`src/design/scfr_pkg.sv`:
```
`default_nettype none

package scfr_pkg;

    localparam logic [7:0] HDR_FIRST  = 8'hAA;
    localparam logic [7:0] HDR_SECOND = 8'hAF;

    localparam logic [7:0] MAX_FUNC_RESET = 8'd240;
    localparam logic [5:0] MAX_LEN_RESET  = 6'd49;

    localparam int unsigned CFG_INDEX_W = 2;
    localparam logic [CFG_INDEX_W-1:0] CFG_MAX_FUNC = 2'd0;
    localparam logic [CFG_INDEX_W-1:0] CFG_MAX_LEN  = 2'd1;

    typedef enum logic [2:0] {
        PH_HUNT    = 3'd0,
        PH_HDR2    = 3'd1,
        PH_FUNC    = 3'd2,
        PH_LEN     = 3'd3,
        PH_PAYLOAD = 3'd4,
        PH_SUM     = 3'd5
    } phase_t;

    typedef struct packed {
        logic       frame_end;
        logic [7:0] function_code;
        logic [7:0] payload_byte;
        logic [5:0] byte_index;
        logic [5:0] payload_length;
        logic       checksum_ok;
    } result_t;

    typedef struct packed {
        logic [7:0] max_function_code;
        logic [5:0] max_payload_length;
    } limits_t;

endpackage

`default_nettype wire

```
`src/design/scfr_parser.sv`:
```
`default_nettype none

module scfr_parser
    import scfr_pkg::*;
(
    input  wire logic    clk,
    input  wire logic    rst_n,
    input  wire logic    byte_valid,
    input  wire logic [7:0] byte_in,
    input  wire limits_t limits,
    output logic         res_valid,
    output result_t      res
);

    phase_t     phase_reg, phase_next;
    logic [5:0] remaining_reg, remaining_next;
    logic [5:0] count_reg, count_next;
    logic [7:0] sum_reg, sum_next;
    logic [7:0] func_reg, func_next;
    logic [5:0] length_reg, length_next;

    always_ff @(posedge clk or negedge rst_n)
    begin
        if (!rst_n)
        begin
            phase_reg     <= PH_HUNT;
            remaining_reg <= '0;
            count_reg     <= '0;
            sum_reg       <= '0;
            func_reg      <= '0;
            length_reg    <= '0;
        end
        else if (byte_valid)
        begin
            phase_reg     <= phase_next;
            remaining_reg <= remaining_next;
            count_reg     <= count_next;
            sum_reg       <= sum_next;
            func_reg      <= func_next;
            length_reg    <= length_next;
        end
    end

    always_comb
    begin
        phase_next     = phase_reg;
        remaining_next = remaining_reg;
        count_next     = count_reg;
        sum_next       = sum_reg;
        func_next      = func_reg;
        length_next    = length_reg;
        res_valid      = 1'b0;
        res            = '0;
        res.function_code  = func_reg;
        res.payload_length = length_reg;

        unique case (phase_reg)
            PH_HUNT:
            begin
                if (byte_in == HDR_FIRST)
                begin
                    sum_next   = byte_in;
                    phase_next = PH_HDR2;
                end
            end
            PH_HDR2:
            begin
                if (byte_in == HDR_SECOND)
                begin
                    sum_next   = sum_reg + byte_in;
                    phase_next = PH_FUNC;
                end
                else
                begin
                    phase_next = PH_HUNT;
                end
            end
            PH_FUNC:
            begin
                if (byte_in <= limits.max_function_code)
                begin
                    sum_next   = sum_reg + byte_in;
                    func_next  = byte_in;
                    phase_next = PH_LEN;
                end
                else
                begin
                    phase_next = PH_HUNT;
                end
            end
            PH_LEN:
            begin
                if ((byte_in[7:6] == 2'b00) && (byte_in[5:0] <= limits.max_payload_length))
                begin
                    sum_next       = sum_reg + byte_in;
                    length_next    = byte_in[5:0];
                    remaining_next = byte_in[5:0];
                    count_next     = '0;
                    phase_next     = (byte_in[5:0] == 6'd0) ? PH_SUM : PH_PAYLOAD;
                end
                else
                begin
                    phase_next = PH_HUNT;
                end
            end
            PH_PAYLOAD:
            begin
                if (remaining_reg == 6'd0)
                begin
                    phase_next = PH_HUNT;
                end
                else
                begin
                    sum_next         = sum_reg + byte_in;
                    res_valid        = 1'b1;
                    res.payload_byte = byte_in;
                    res.byte_index   = count_reg;
                    count_next       = count_reg + 6'd1;
                    remaining_next   = remaining_reg - 6'd1;
                    if (remaining_reg == 6'd1)
                    begin
                        phase_next = PH_SUM;
                    end
                end
            end
            PH_SUM:
            begin
                res_valid       = 1'b1;
                res.frame_end   = 1'b1;
                res.checksum_ok = (byte_in == sum_reg);
                phase_next      = PH_HUNT;
            end
            default:
            begin
                phase_next = PH_HUNT;
            end
        endcase
    end

`ifndef SYNTHESIS
    // While payload is expected there is always at least one byte left to come.
    a_payload_nonzero: assert property (@(posedge clk) disable iff (!rst_n)
        (phase_reg == PH_PAYLOAD) |-> (remaining_reg != 6'd0))
        else $error("payload phase with no bytes remaining");

    a_count_balance: assert property (@(posedge clk) disable iff (!rst_n)
        (phase_reg == PH_PAYLOAD) |-> ((count_reg + remaining_reg) == length_reg))
        else $error("payload count and remaining bytes disagree with length");

    a_result_phase: assert property (@(posedge clk) disable iff (!rst_n)
        res_valid |-> ((phase_reg == PH_PAYLOAD) || (phase_reg == PH_SUM)))
        else $error("result raised outside payload or checksum phase");

    // A finished frame always sends the parser back to hunting.
    a_end_hunts: assert property (@(posedge clk) disable iff (!rst_n)
        (byte_valid && res_valid && res.frame_end) |=> (phase_reg == PH_HUNT))
        else $error("parser did not return to hunting after frame end");
`endif

endmodule

`default_nettype wire

```
`src/design/scfr_out_buf.sv`:
```
`default_nettype none

module scfr_out_buf
    import scfr_pkg::*;
(
    input  wire logic    clk,
    input  wire logic    rst_n,
    input  wire logic    wr_valid,
    output logic         wr_ready,
    input  wire result_t wr_data,
    output logic         rd_valid,
    input  wire logic    rd_ready,
    output result_t      rd_data
);

    result_t head_reg;
    result_t skid_reg;
    logic    head_valid_reg;
    logic    skid_valid_reg;
    logic    pop;
    logic    push;

    assign wr_ready = !skid_valid_reg;
    assign push     = wr_valid && wr_ready;
    assign pop      = head_valid_reg && rd_ready;
    assign rd_valid = head_valid_reg;
    assign rd_data  = head_reg;

    always_ff @(posedge clk or negedge rst_n)
    begin
        if (!rst_n)
        begin
            head_valid_reg <= 1'b0;
            skid_valid_reg <= 1'b0;
        end
        else if (pop)
        begin
            if (skid_valid_reg)
            begin
                skid_valid_reg <= 1'b0;
            end
            else
            begin
                head_valid_reg <= push;
            end
        end
        else if (push)
        begin
            if (head_valid_reg)
            begin
                skid_valid_reg <= 1'b1;
            end
            else
            begin
                head_valid_reg <= 1'b1;
            end
        end
    end

    always_ff @(posedge clk)
    begin
        if (pop)
        begin
            if (skid_valid_reg)
            begin
                head_reg <= skid_reg;
            end
            else if (push)
            begin
                head_reg <= wr_data;
            end
        end
        else if (push)
        begin
            if (head_valid_reg)
            begin
                skid_reg <= wr_data;
            end
            else
            begin
                head_reg <= wr_data;
            end
        end
    end

`ifndef SYNTHESIS
    // The skid entry is only ever filled behind an occupied head.
    a_skid_behind_head: assert property (@(posedge clk) disable iff (!rst_n)
        skid_valid_reg |-> head_valid_reg)
        else $error("skid entry valid while head entry empty");
`endif

endmodule

`default_nettype wire

```
`src/design/sum_checked_frame_receiver_top.sv`:
```
// Channel   Handshake              Payload
// in        in_valid / in_ready    rx_byte
// out       out_valid / out_ready  frame_end, function_code, payload_byte,
//                                  byte_index, payload_length, checksum_ok
// cfg       cfg_valid / cfg_ready  cfg_index, cfg_data
//
// One byte is taken per clock cycle while in_ready is high; the output buffer registers its result.
// The parser state and one 8-bit add and compare form the step taken on each byte.
// A two-entry output buffer lets input continue while one result waits to be taken.
// Input stalls only when both output entries are full; cfg_ready is always high.
// Reset returns the parser to hunting and restores the default limits.
`default_nettype none

module sum_checked_frame_receiver_top
    import scfr_pkg::*;
(
    input  wire logic                   clk,
    input  wire logic                   rst_n,
    input  wire logic                   in_valid,
    output logic                        in_ready,
    input  wire logic [7:0]             rx_byte,
    output logic                        out_valid,
    input  wire logic                   out_ready,
    output logic                        frame_end,
    output logic [7:0]                  function_code,
    output logic [7:0]                  payload_byte,
    output logic [5:0]                  byte_index,
    output logic [5:0]                  payload_length,
    output logic                        checksum_ok,
    input  wire logic                   cfg_valid,
    output logic                        cfg_ready,
    input  wire logic [CFG_INDEX_W-1:0] cfg_index,
    input  wire logic [7:0]             cfg_data
);

    limits_t limits_reg, limits_next;
    logic    byte_accept;
    logic    res_valid;
    result_t res;
    result_t out_res;
    logic    buf_ready;

    assign cfg_ready   = 1'b1;
    assign in_ready    = buf_ready;
    assign byte_accept = in_valid && in_ready;

    always_comb
    begin
        limits_next = limits_reg;
        if (cfg_valid)
        begin
            unique case (cfg_index)
                CFG_MAX_FUNC: limits_next.max_function_code  = cfg_data;
                CFG_MAX_LEN:  limits_next.max_payload_length = cfg_data[5:0];
                default:      limits_next = limits_reg;
            endcase
        end
    end

    always_ff @(posedge clk or negedge rst_n)
    begin
        if (!rst_n)
        begin
            limits_reg.max_function_code  <= MAX_FUNC_RESET;
            limits_reg.max_payload_length <= MAX_LEN_RESET;
        end
        else
        begin
            limits_reg <= limits_next;
        end
    end

    scfr_parser u_parser (
        .clk        (clk),
        .rst_n      (rst_n),
        .byte_valid (byte_accept),
        .byte_in    (rx_byte),
        .limits     (limits_reg),
        .res_valid  (res_valid),
        .res        (res)
    );

    scfr_out_buf u_out_buf (
        .clk      (clk),
        .rst_n    (rst_n),
        .wr_valid (byte_accept && res_valid),
        .wr_ready (buf_ready),
        .wr_data  (res),
        .rd_valid (out_valid),
        .rd_ready (out_ready),
        .rd_data  (out_res)
    );

    assign frame_end      = out_res.frame_end;
    assign function_code  = out_res.function_code;
    assign payload_byte   = out_res.payload_byte;
    assign byte_index     = out_res.byte_index;
    assign payload_length = out_res.payload_length;
    assign checksum_ok    = out_res.checksum_ok;

endmodule

`default_nettype wire
```
`config.mk`:
```
export PLATFORM = sky130hd
export DESIGN_NAME = sum_checked_frame_receiver_top
export DESIGN_NICKNAME = d
export VERILOG_FILES = /design/src/design/scfr_pkg.sv /design/src/design/scfr_parser.sv /design/src/design/scfr_out_buf.sv /design/src/design/sum_checked_frame_receiver_top.sv
export SDC_FILE = /design/constraint.sdc
export NUM_CORES = 1
export LEC_CHECK = 0
export BUFFER_PORTS_ARGS = -buffer_cell sky130_fd_sc_hd__buf_2
export CAP_MARGIN = 20
export CORE_UTILIZATION = 50
export CTS_CLUSTER_SIZE = 12
export DETAILED_ROUTE_END_ITERATION = 8
export GPL_TIMING_DRIVEN = 0
export PLACE_DENSITY_LB_ADDON = 0.1
export SETUP_SLACK_MARGIN = 0.05
export SKIP_LAST_GASP = 1
export SLEW_MARGIN = 10
export SYNTH_ARGS = -nofsm -noshare
export SYNTH_HDL_FRONTEND = slang
export SYNTH_HIERARCHICAL = 1
export SYNTH_SLANG_ARGS = --single-unit
```
`constraint.sdc`:
```
create_clock -name clk -period 3.46 [get_ports clk]
set_clock_uncertainty 0.2 [all_clocks]
set_input_delay 0.346 -clock clk [delete_from_list [all_inputs] [get_ports clk]]
set_output_delay 0.346 -clock clk [all_outputs]
set_load 0.03 [all_outputs]
```
# [Yosys cells after proc, flatten, opt, wreduce, memory -nomap -nowiden]
# Cells that the tools add are included.
[word_totals] inputBits=23 wordCells=110 out_inout_bits=33 register_bits=113
[classes] n_reduce_logical=27 eq_ne=18 magnitude_cmp=2 n_addsub=3 n_mux=37 bitwise_logic=1
[op_table] cell="2-to-1 mux 30 bit" count=5
[op_table] cell="2-to-1 mux 8 bit" count=5
[op_table] cell="case mux 8 bit (5 select lines)" count=1
[op_table] cell="2-to-1 mux 14 bit" count=2
[op_table] cell="2-to-1 mux 6 bit" count=4
[op_table] cell="case mux 6 bit (2 select lines)" count=2
[op_table] cell="== test 8 bit (second input constant)" count=2
[op_table] cell="case mux 3 bit (5 select lines)" count=1
[op_table] cell="AND reduction 3 bit" count=5
[op_table] cell="logical NOT 6 bit" count=2
[op_table] cell="2-to-1 mux 3 bit" count=4
[op_table] cell="2-to-1 mux 1 bit" count=10
[op_table] cell="adder 8 bit" count=1
[op_table] cell="== test 8 bit" count=1
[op_table] cell="less-or-equal comparator 8 bit" count=1
[op_table] cell="!= test 2 x 1 -> 1 bit (second input constant)" count=4
[op_table] cell="AND reduction 2 bit" count=4
[op_table] cell="nonzero test 2 bit" count=4
[op_table] cell="AND reduction 7 bit" count=1
[op_table] cell="adder 6 x 1 -> 6 bit (second input constant)" count=1
[op_table] cell="== test 3 x 2 -> 1 bit (second input constant)" count=2
[op_table] cell="== test 3 bit (second input constant)" count=2
[op_table] cell="== test 6 x 1 -> 1 bit (second input constant)" count=1
[op_table] cell="less-or-equal comparator 6 bit" count=1
[op_table] cell="14 further kinds" count=22

# [Logic depth before layout (Yosys ltp)]
# Gate-level depths: netlist (run 1).
[depth] word_depth=8 mapped_depth=10 depth_no_buf=9

# [By module]
# The synthesis (run 1) kept the hierarchy.
[modules_own_cells] mod="scfr_parser" n_inst=1 seq_area_each_um2=925.9 cells_per_inst=312 area_per_inst_um2=2703.8
[modules_own_cells] mod="scfr_out_buf" n_inst=1 seq_area_each_um2=1851.8 cells_per_inst=105 area_per_inst_um2=2404.8
[modules_own_cells] mod="sum_checked_frame_receiver_top" n_inst=1 seq_area_each_um2=359.1 cells_per_inst=34 area_per_inst_um2=566.8

# [Worst setup path after synthesis (run 1)]
# OpenSTA, ideal clock, no wires.
[synth_timing] path_kind="register to register" startpoint="register u_parser.phase_reg[2]" endpoint="register u_out_buf.head_reg (netlist bit u_out_buf/rd_data[0]) (enable)" arrival_ps=2397 n_path_buf=3 required_time_ps=2871 setup_ps=389 slack_ps=475 stages_incl_launch_ff=10 period_less_slack_ps=2985 cell_sequence="dfrtp_1 buf_6 inv_1 nor3_1 clkbuf_1 clkbuf_1 nand2_1 nand2_1 and3_1 o22a_1"
[synth_between] elab_chain_len=6 word_cells_on_any_way=8 classes_between="eq/ne: 2; mux: 1; reduce/logical: 5"
[synth_lines] item="start: declaration" line="scfr_parser.sv:15" rtl="phase_t phase_reg, phase_next;"
[synth_lines] item="start signal: assignment" line="scfr_parser.sv:35" rtl="phase_reg <= phase_next;"
[synth_lines] item="== test 3 bit" line="scfr_parser.sv:57" rtl="unique case (phase_reg)"
[synth_lines] item="case mux 1 bit (2 select lines) (*)" line="scfr_parser.sv:57"
[synth_lines] item="via res_valid" line="sum_checked_frame_receiver_top.sv:38" rtl="logic res_valid;"
[synth_lines] item="logical AND 1 bit (*)" line="sum_checked_frame_receiver_top.sv:86" rtl=".wr_valid (byte_accept && res_valid),"
[synth_lines] item="logical AND 1 bit (*)" line="scfr_out_buf.sv:24" rtl="assign push = wr_valid && wr_ready;"
[synth_lines] item="nonzero test 2 bit (no line)"
[synth_lines] item="AND reduction 3 bit (no line) (*)"
[synth_lines] item="end signal: assignment" line="scfr_out_buf.sv:66" rtl="head_reg <= skid_reg;"
[synth_lines] item="end signal: assignment" line="scfr_out_buf.sv:70" rtl="head_reg <= wr_data;"
[synth_lines] item="end signal: assignment" line="scfr_out_buf.sv:81" rtl="head_reg <= wr_data;"
[synth_lines] item="end: declaration" line="scfr_out_buf.sv:16" rtl="result_t head_reg;"
# The timed path passes the listed nets; every way through them passes the cells marked *.
# A chain may end at the register's enable or synchronous reset.

# [Worst setup path in the final report (run 1)]
[layout_timing] startpoint="register u_parser.phase_reg[2]" endpoint="register u_out_buf.head_reg (netlist bit u_out_buf/rd_data[7]) (enable)"
# The elaborated chain is that of the path after synthesis.

==> key figures, run 1 <==
Floorplan
  • I/O pin count: 56
  • Initial Utilization: 0.519
  • Die X-Extent: 109 um
  • Core ar.: 10900 um2
  • DIE AREA: 11800 um2
  • Num rows: 38
  • DIE HEIGHT: 109 um

Power and ir drop
  • Net Sw Frac: 0.327
  • Pleak: 2.99 nW
  • Clock power share: 0.309
  • Logic gate share of total power: 0.317
  • Internal cell power: 3.70 mW
  • Seq pwr share: 0.374
  • Pwr/cell area: 803 nW/um2
  • Psw: 1.79 mW
  • Max IR drop VDD: 0.396 mV

Global routing
  • First-pass GRT wire length: 19500 um
  • Initial antenna violation count: 0
  • Vias in the first global route: 3905
  • Total grt overflow: 0
  • Largest net degree at the start of global routing: 54
  • GRT Util Overall: 0.221

Logic synthesis
  • Number of flops mapped to enable cells by yosys: 60
  • Synth warn: 6
  • Yosys reg bits: 113
  • Main flop type after synthesis: edfxtp_1
  • Asr flop ratio synth: 0.469
  • Post-Syn Area: 5680 um2
  • Seq/Total Area, Yosys: 0.553
  • Syn Inst Count: 451
  • Syn_nets: 499
  • Syn avg cell area: 12.6 um2
  • Unique masters post-synth: 65

Worst setup path
  • CP max FO: 17
  • Arrival time at the worst endpoint: 3170 ps
  • Worst Path Required: 3380 ps
  • CP endpoint kind: flop
  • Max stage delay on crit path: 440 ps
  • Crit path depth: 10
  • Top cell by count, worst path: nand2_1
  • WP buf/inv: 5
  • Crit-path leading delay family: buffers and inverters
  • Crit Path Class: flop to flop
  • Worst r2r path cells: 10
  • Critical path launch point type: flop
  • Worst path slowest cell: o22a_2
  • Crit path cell chain: buf_6 > inv_1 > nor3_1 > clkbuf_2 > clkbuf_1 > nand2_1 > nand2_1 > and3_1 > o22a_2 > buf_16

Drt
  • Via count: 3917
  • Total Wirelength: 11900 um
  • Antenna Nets Post-Route: 0
  • # DRC: 0
  • Vias per cell: 5.69
  • First drt pass iteration count: 5
  • Routed wire per std cell: 17.3 um
  • DR iter-0 viols: 217

STA
  • Final setup vio count: 0
  • Final max-slew violation count: 0
  • Fin crit period: 3260 ps
  • Worst slew margin: 0.517
  • Worst slew pin tran: 725 ps
  • Setup ws final: 202 ps
  • Max frequency: 307 MHz
  • Tcrit/Tclk final: 0.942
  • RSZ-0062 raised after global routing: yes
  • Hold Slack: 98.1 ps
  • Hold Fails Final Rpt: 0

Clock network
  • H-tree depth: 4
  • Clock sink count: 113
  • Post-CTS setup buffer count: 0
  • Root Buffer: clkbuf_16
  • Clock Latency Late Sink: 400 ps
  • Total CTS buffers: 17
  • CTS tree: built
  • Clk buf depth: 2
  • Reg clk slew, reported paths: 50 ps

Final layout
  • Share of cells above drive strength 1: 0.307
  • Layout Cells excl Fill: 688
  • Commonest non-fill, non-tap cells in the layout: edfxtp_1, buf_2, dfrtp_1
  • Most common cell after layout, fill and taps aside: edfxtp_1
  • Area Overhead vs Synth: 20.5%
  • Net count, final: 583
  • ANT cells: 0
  • Final core utilization: 0.625

Run
  • Max_cap viols: 0

Placed design
  • GPL Wtd Cong: 0.924
  • Placed wire-length estimate: 7900 um
  • Post-Place Worst Slack: -74.7 ps
  • Placed Cells: 646
  • Input/output buffers: 54

Outcome
  • Status: complete, no violations

Hold path
  • Number of cells on the worst hold path: 3
  • Worst hold path type: input port to flop
-- metal layers --
layer,up-vias,global-route usage,part of all wire
li1,1845,-,-
met2,122,0.364,0.48
met3,13,0.0434,0.052
met5,-,0,0
met4,0,0.0840,0.014
met1,1937,0.289,0.45
-- Yosys cell counts, drive strengths merged (2+ instances only) --
library cell | count | area [um2]
mux2 | 56 | 754
nor3 | 10 | 50.1
nand2b | 2 | 12.5
o31a | 2 | 17.5
inv | 28 | 105
ha | 24 | 300
a31oi | 8 | 50.1
xor2 | 4 | 35.0
nand3 | 12 | 65.1
edfxtp | 60 | 1800
o211ai | 3 | 22.5
a21oi | 19 | 95.1
nor3b | 3 | 33.8
nand4 | 6 | 37.5
or3 | 2 | 12.5
dfrtp | 46 | 1150
a311oi | 2 | 17.5
and3 | 14 | 88.8
clkbuf | 6 | 22.5
nor4 | 7 | 43.8
nand2 | 35 | 131
nor2 | 23 | 86.3
mux2i | 3 | 30.0
and2 | 5 | 32.5
buf | 10 | 86.3
o31ai | 3 | 22.5
or4 | 2 | 15.0
and4bb | 2 | 25.0
o21ai | 17 | 85.1
nor2b | 3 | 18.8
dfstp | 7 | 184
-- path summary, 6_finish.rpt --
| path | start | to | slack (ps) |
|---|---|---|---|
| min reg2reg | u_parser/length_reg[5] | u_out_buf/skid_reg[6] | 270 |
| min | out_ready | u_out_buf/rd_valid | 100 |
| max in group asynchronous | rst_n | u_parser/phase_reg[1] | 2230 |
| max | u_parser/phase_reg[2] | u_out_buf/rd_data[7] | 200 |
| min in group asynchronous | rst_n | limits_reg[3] | 350 |
| max reg2reg | u_parser/phase_reg[2] | u_out_buf/rd_data[7] | 200 |
-- worst min-delay path: stages --
cell      delay [ps]
buf_2            130
nand2b_1          80
a22o_1           110
-- per-stage QoR --
stage | TNS [ps] | area (um2) | power (mW)
floorplan | 0 | 5680 | 3.32
global placement | -7570 | 6120 | 3.69
detailed placement | -3250 | 6150 | 3.78
CTS | 0 | 6820 | 5.51
global route | -205 | 6840 | 5.82
finish | 0 | 6840 | 5.49
-- power groups by stage --
| stage | Combinational [mW] | Clock (mW) | Sequential, mW |
|---|---|---|---|
| final | 1.74 | 1.70 | 2.05 |
| after global routing | 1.93 | 1.79 | 2.09 |
| after CTS | 1.74 | 1.73 | 2.04 |
| after detailed placement | 1.72 | 0 | 2.07 |
| after global placement | 1.63 | 0 | 2.05 |
| after floorplan | 1.10 | 0 | 2.23 |
-- timing repair --
action                                 4_1_cts  5_1_grt
gates resized for setup                      2        2
endpoints found under the hold margin       60        0
hold buffers                                 9        0
setup endpoints to repair                   47       47
cloned                                       0        1
-- kinds of logic (layout without fill, tap and decap cells) --
group / Yosys count / in the layout / synth area share
AO/OA/AOI/OAI: 74 / 74 / 0.0869
XOR/XNOR: 5 / 5 / 0.00772
adder cells (fa/ha/maj): 25 / 25 / 0.0564
buffers and inverters: 45 / 141 / 0.0384
flip-flops: 113 / 113 / 0.553
multiplexers: 59 / 59 / 0.138
other: 1 / 1 / 0.000661
AND/OR/NAND/NOR: 129 / 130 / 0.119
-- layout make-up --
cell class                 instances  area, um2
multi-input combinational        294       2340
inverter                          29        109
tap                              140        175
clock inverter                    13        145
sequential                       113       3140
clock buffer                      19        433
fill                             843       4100
timing repair buffer              64        390
buffer                            16        110
Power figures use the tool's default switching activity.
==> run 2, diff against run 1 <==
--- a/config.mk
+++ b/config.mk
@@ -5,6 +5,7 @@
 export SDC_FILE = /design/constraint.sdc
 export NUM_CORES = 1
 export LEC_CHECK = 0
+export ABC_AREA = 1
 export BUFFER_PORTS_ARGS = -buffer_cell sky130_fd_sc_hd__buf_2
 export CAP_MARGIN = 20
 export CORE_UTILIZATION = 50
==> run 2 against run 1 <==
Effect of this change:
- the flow now finishes with violations (DRC)
- die area is 6.1% higher
- combinational power is 22% lower
- cell area is 5.5% higher
- global-route usage is 0.52 points higher
- worst hold slack worse by 79 ps
- total power is 12% lower
- via count is 22% higher
- non-clock buffer count is 10 higher
- flip-flop and latch count stayed put
==> key figures, run 2 <==
Outcome
  • Status: finished, violations left
  • Failing checks: DRC

Worst setup path
  • Critical path launch point type: flop
  • Worst r2r path cells: 15 (+5)
  • R2R Path End: u_out_buf/skid_reg[4]
  • Crit Path Class: flop to flop
  • CP endpoint kind: flop
  • FF-to-FF Start: u_parser/remaining_reg[0]
  • Worst Path Required: 3380 ps (about the same)
  • CP max FO: 19 (+2)
  • Setup slack, reg-to-reg: 510 ps (+300 ps)
  • Arrival time at the worst endpoint: 2870 ps (-300 ps)

Floorplan
  • DIE HEIGHT: 112 um (+3.0%)
  • Initial Utilization: 0.521 (+0.00237)
  • DIE AREA: 12500 um2 (+6.1%)
  • Core ar.: 11600 um2 (+5.8%)
  • Num rows: 39 (+2.6%)
  • I/O pin count: 56 (unchanged)
  • Die X-Extent: 112 um (+3.0%)

STA
  • Fin crit period: 2950 ps (-304 ps)
  • Final max-slew violation count: 0 (unchanged)
  • Final setup vio count: 0 (unchanged)
  • Max frequency: 339 MHz (+10%)
  • Tcrit/Tclk final: 0.854 (-0.0880)
  • Hold Fails Final Rpt: 0 (unchanged)
  • Worst slew margin: 0.617 (+0.101)
  • Worst slew pin tran: 574 ps (-151 ps)
  • Fin Setup TNS: 0 ps (unchanged)
  • RSZ-0062 raised after global routing: no

Clock network
  • H-tree depth: 4 (unchanged)
  • CTS tree: built
  • Clock sink count: 113 (unchanged)
  • CTS resizes: 0 (-2)
  • Reg clk slew, reported paths: 50 ps (about the same)
  • Clk buf depth: 2 (unchanged)
  • Clock Latency Late Sink: 410 ps (about the same)
  • Total CTS buffers: 17 (unchanged)
  • Root Buffer: clkbuf_16

Final layout
  • Final core utilization: 0.624 (-0.00146)
  • Area Overhead vs Synth: 19.7%
  • Layout Cells excl Fill: 907 (+32%)
  • Most common cell after layout, fill and taps aside: nand2_1
  • Commonest non-fill, non-tap cells in the layout: nand2_1, buf_2, edfxtp_1
  • Share of cells above drive strength 1: 0.195 (-0.112)
  • Net count, final: 799 (+37%)
  • ANT cells: 0 (unchanged)

Global routing
  • Vias in the first global route: 4632 (+19%)
  • GRT Util Overall: 0.227 (+0.00520)
  • First-pass GRT wire length: 22100 um (+13%)
  • Initial antenna violation count: 0 (unchanged)
  • Largest net degree at the start of global routing: 30 (-44%)
  • Total grt overflow: 0 (unchanged)

Logic synthesis
  • Synth warn: 6 (unchanged)
  • Synth cell count leaders: nand2_1, edfxtp_1, inv_1
  • Compound-Gate Fraction of Synth Area: 0.0432 (-0.0437)
  • Cell taking the most area after synthesis: edfxtp_1
  • Post-Syn Area: 6030 um2 (+6.2%)
  • Most common cell in the netlist: nand2_1
  • Post-Synth Adder-Cell Area: 0.0531 (-0.00331)
  • Syn avg cell area: 9.00 um2 (-28%)
  • Number of flops mapped to enable cells by yosys: 60 (unchanged)
  • Post-synthesis mux area share: 0 (-0.138)
  • Main combinational cell family by area after synthesis: simple AND/OR/NAND/NOR gates
  • Area share of the largest cell type after synthesis: 0.299 (-0.0186)
  • Syn_nets: 718 (+44%)
  • Asr flop ratio synth: 0.469 (unchanged)
  • Yosys reg bits: 113 (unchanged)
  • Seq/Total Area, Yosys: 0.520 (-0.0325)
  • Unique masters post-synth: 35 (-46%)
  • Syn Inst Count: 670 (+49%)
  • Largest cells by area after synthesis: edfxtp_1, dfrtp_1, nand2_1
  • Main flop type after synthesis: edfxtp_1
  • Post-Synth Simple-Gate Area: 0.292 (+0.173)
  • Post-Synth XOR/XNOR Area: 0.0160 (+0.00826)

Drt
  • Antenna Nets Post-Route: 0 (unchanged)
  • First drt pass iteration count: 7 (+2)
  • Routed wire per std cell: 14.6 um (-16%)
  • Total Wirelength: 13200 um (+11%)
  • Vias per cell: 5.28 (-7.3%)
  • # DRC: 6 (+6)
  • DR iter-0 viols: 415 (+91%)
  • Via count: 4786 (+22%)

Hold path
  • Number of cells on the worst hold path: 3 (unchanged)
  • Worst hold path type: input port to flop
  • Hold-critical path endpoint: limits_reg[5]
  • Hold_sp: cfg_valid

Placed design
  • Placed wire-length estimate: 9560 um (+21%)
  • Input/output buffers: 51 (-5.6%)
  • GPL Wtd Cong: 0.867 (-6.2%)
  • Placed Cells: 867 (+34%)

Power and ir drop
  • Pwr/cell area: 670 nW/um2 (-17%)
  • Max IR drop VDD: 0.397 mV (+0.17%)
  • Pleak: 3.41 nW (+14%)

Run
  • Max_cap viols: 0 (unchanged)
==> run 2: cell types whose count changed after synthesis, moves of 12 or more <==
cell / before / now
mux2_4: 33 / 0
mux2_2: 23 / 0
inv_1: 28 / 58
nor2_1: 23 / 39
nand2_1: 35 / 231
and3_1: 13 / 0
nand4_1: 6 / 45
nand3_1: 11 / 36
o21ai_0: 17 / 29
==> run 2: cells by family (layout without fill, tap and decap cells) <==
group,count (synthesis),count (layout)
and+or+nand+nor,380,380
adders and majority gates,25,25
other,1,1
DFF,113,113
buffers and inverters,93,187
xor gates and xnor gates,11,11
AOI/OAI and AO/OA,47,47
==> run 2: layout make-up <==
cell class / count / area [um2]
Timing Repair Buffer: 62 / 410
Buffer: 28 / 208
Sequential cell: 113 / 3140
Multi-Input combinational cell: 464 / 2450
Inverter: 65 / 244
Clock inverter: 15 / 159
Fill cell: 1002 / 4350
Clock buffer: 17 / 425
Tap cell: 143 / 179
==> run 2: repair_timing <==
action | in CTS | in global routing
setup buffers | 0 | 0
endpoints found under the setup margin | 0 | 0
endpoints found under the hold margin | 27 | 0
hold buffers | 8 | 0
==> run 2: worst max-delay path by stage <==
stage	slack [ps]	endpoint	depth (start not counted)	from
after global routing	300	u_out_buf/skid_reg[4]	15	u_parser/remaining_reg[0]
final	510	u_out_buf/skid_reg[4]	15	u_parser/remaining_reg[0]
after global placement	60	u_out_buf/rd_data[3]	12	u_parser/remaining_reg[0]
after detailed placement	520	u_out_buf/skid_reg[8]	15	u_parser/remaining_reg[0]
after CTS	520	u_out_buf/skid_reg[3]	15	u_parser/remaining_reg[0]
after floorplan	510	u_out_buf/rd_data[0]	12	u_parser/remaining_reg[0]
==> run 2: stage by stage <==
step	hold slack (ps)	worst slack, ps	total power, mW	area (um2)
after floorplan	-150	511	2.80	6030
after global placement	255	64.6	3.07	6470
after detailed placement	178	524	3.13	6550
after CTS	3.90	515	4.86	7210
after global routing	22.8	299	5.12	7210
final	19.5	506	4.83	7210
==> run 2: per-layer routing <==
layer	track usage	up-vias	part of all wire
met4	0.0730	0	0.0085
met2	0.378	128	0.49
li1	-	2386	-
met5	0	-	0
met3	0.0523	9	0.043
met1	0.292	2263	0.46
==> run 2: critical path: stages, from the launching register on <==
cell,delay [ps]
dfrtp_1,370
inv_1,90
ha_1,230
nand2_1,110
nor2_1,60
inv_1,100
nand2_4,110
buf_2,200
nand2_1,70
inv_1,40
nor2_1,190
inv_1,60
nor2_1,80
nand2_1,70
inv_1,430
buf_16,230
==> run 2: power by group <==
group / switching, mW / internal [mW] / leakage, nW
logic: 0.860 / 0.488 / 1.90
clock network: 0.644 / 1.06 / 0.282
registers: 0.130 / 1.65 / 1.23
total: 1.63 / 3.20 / 3.41
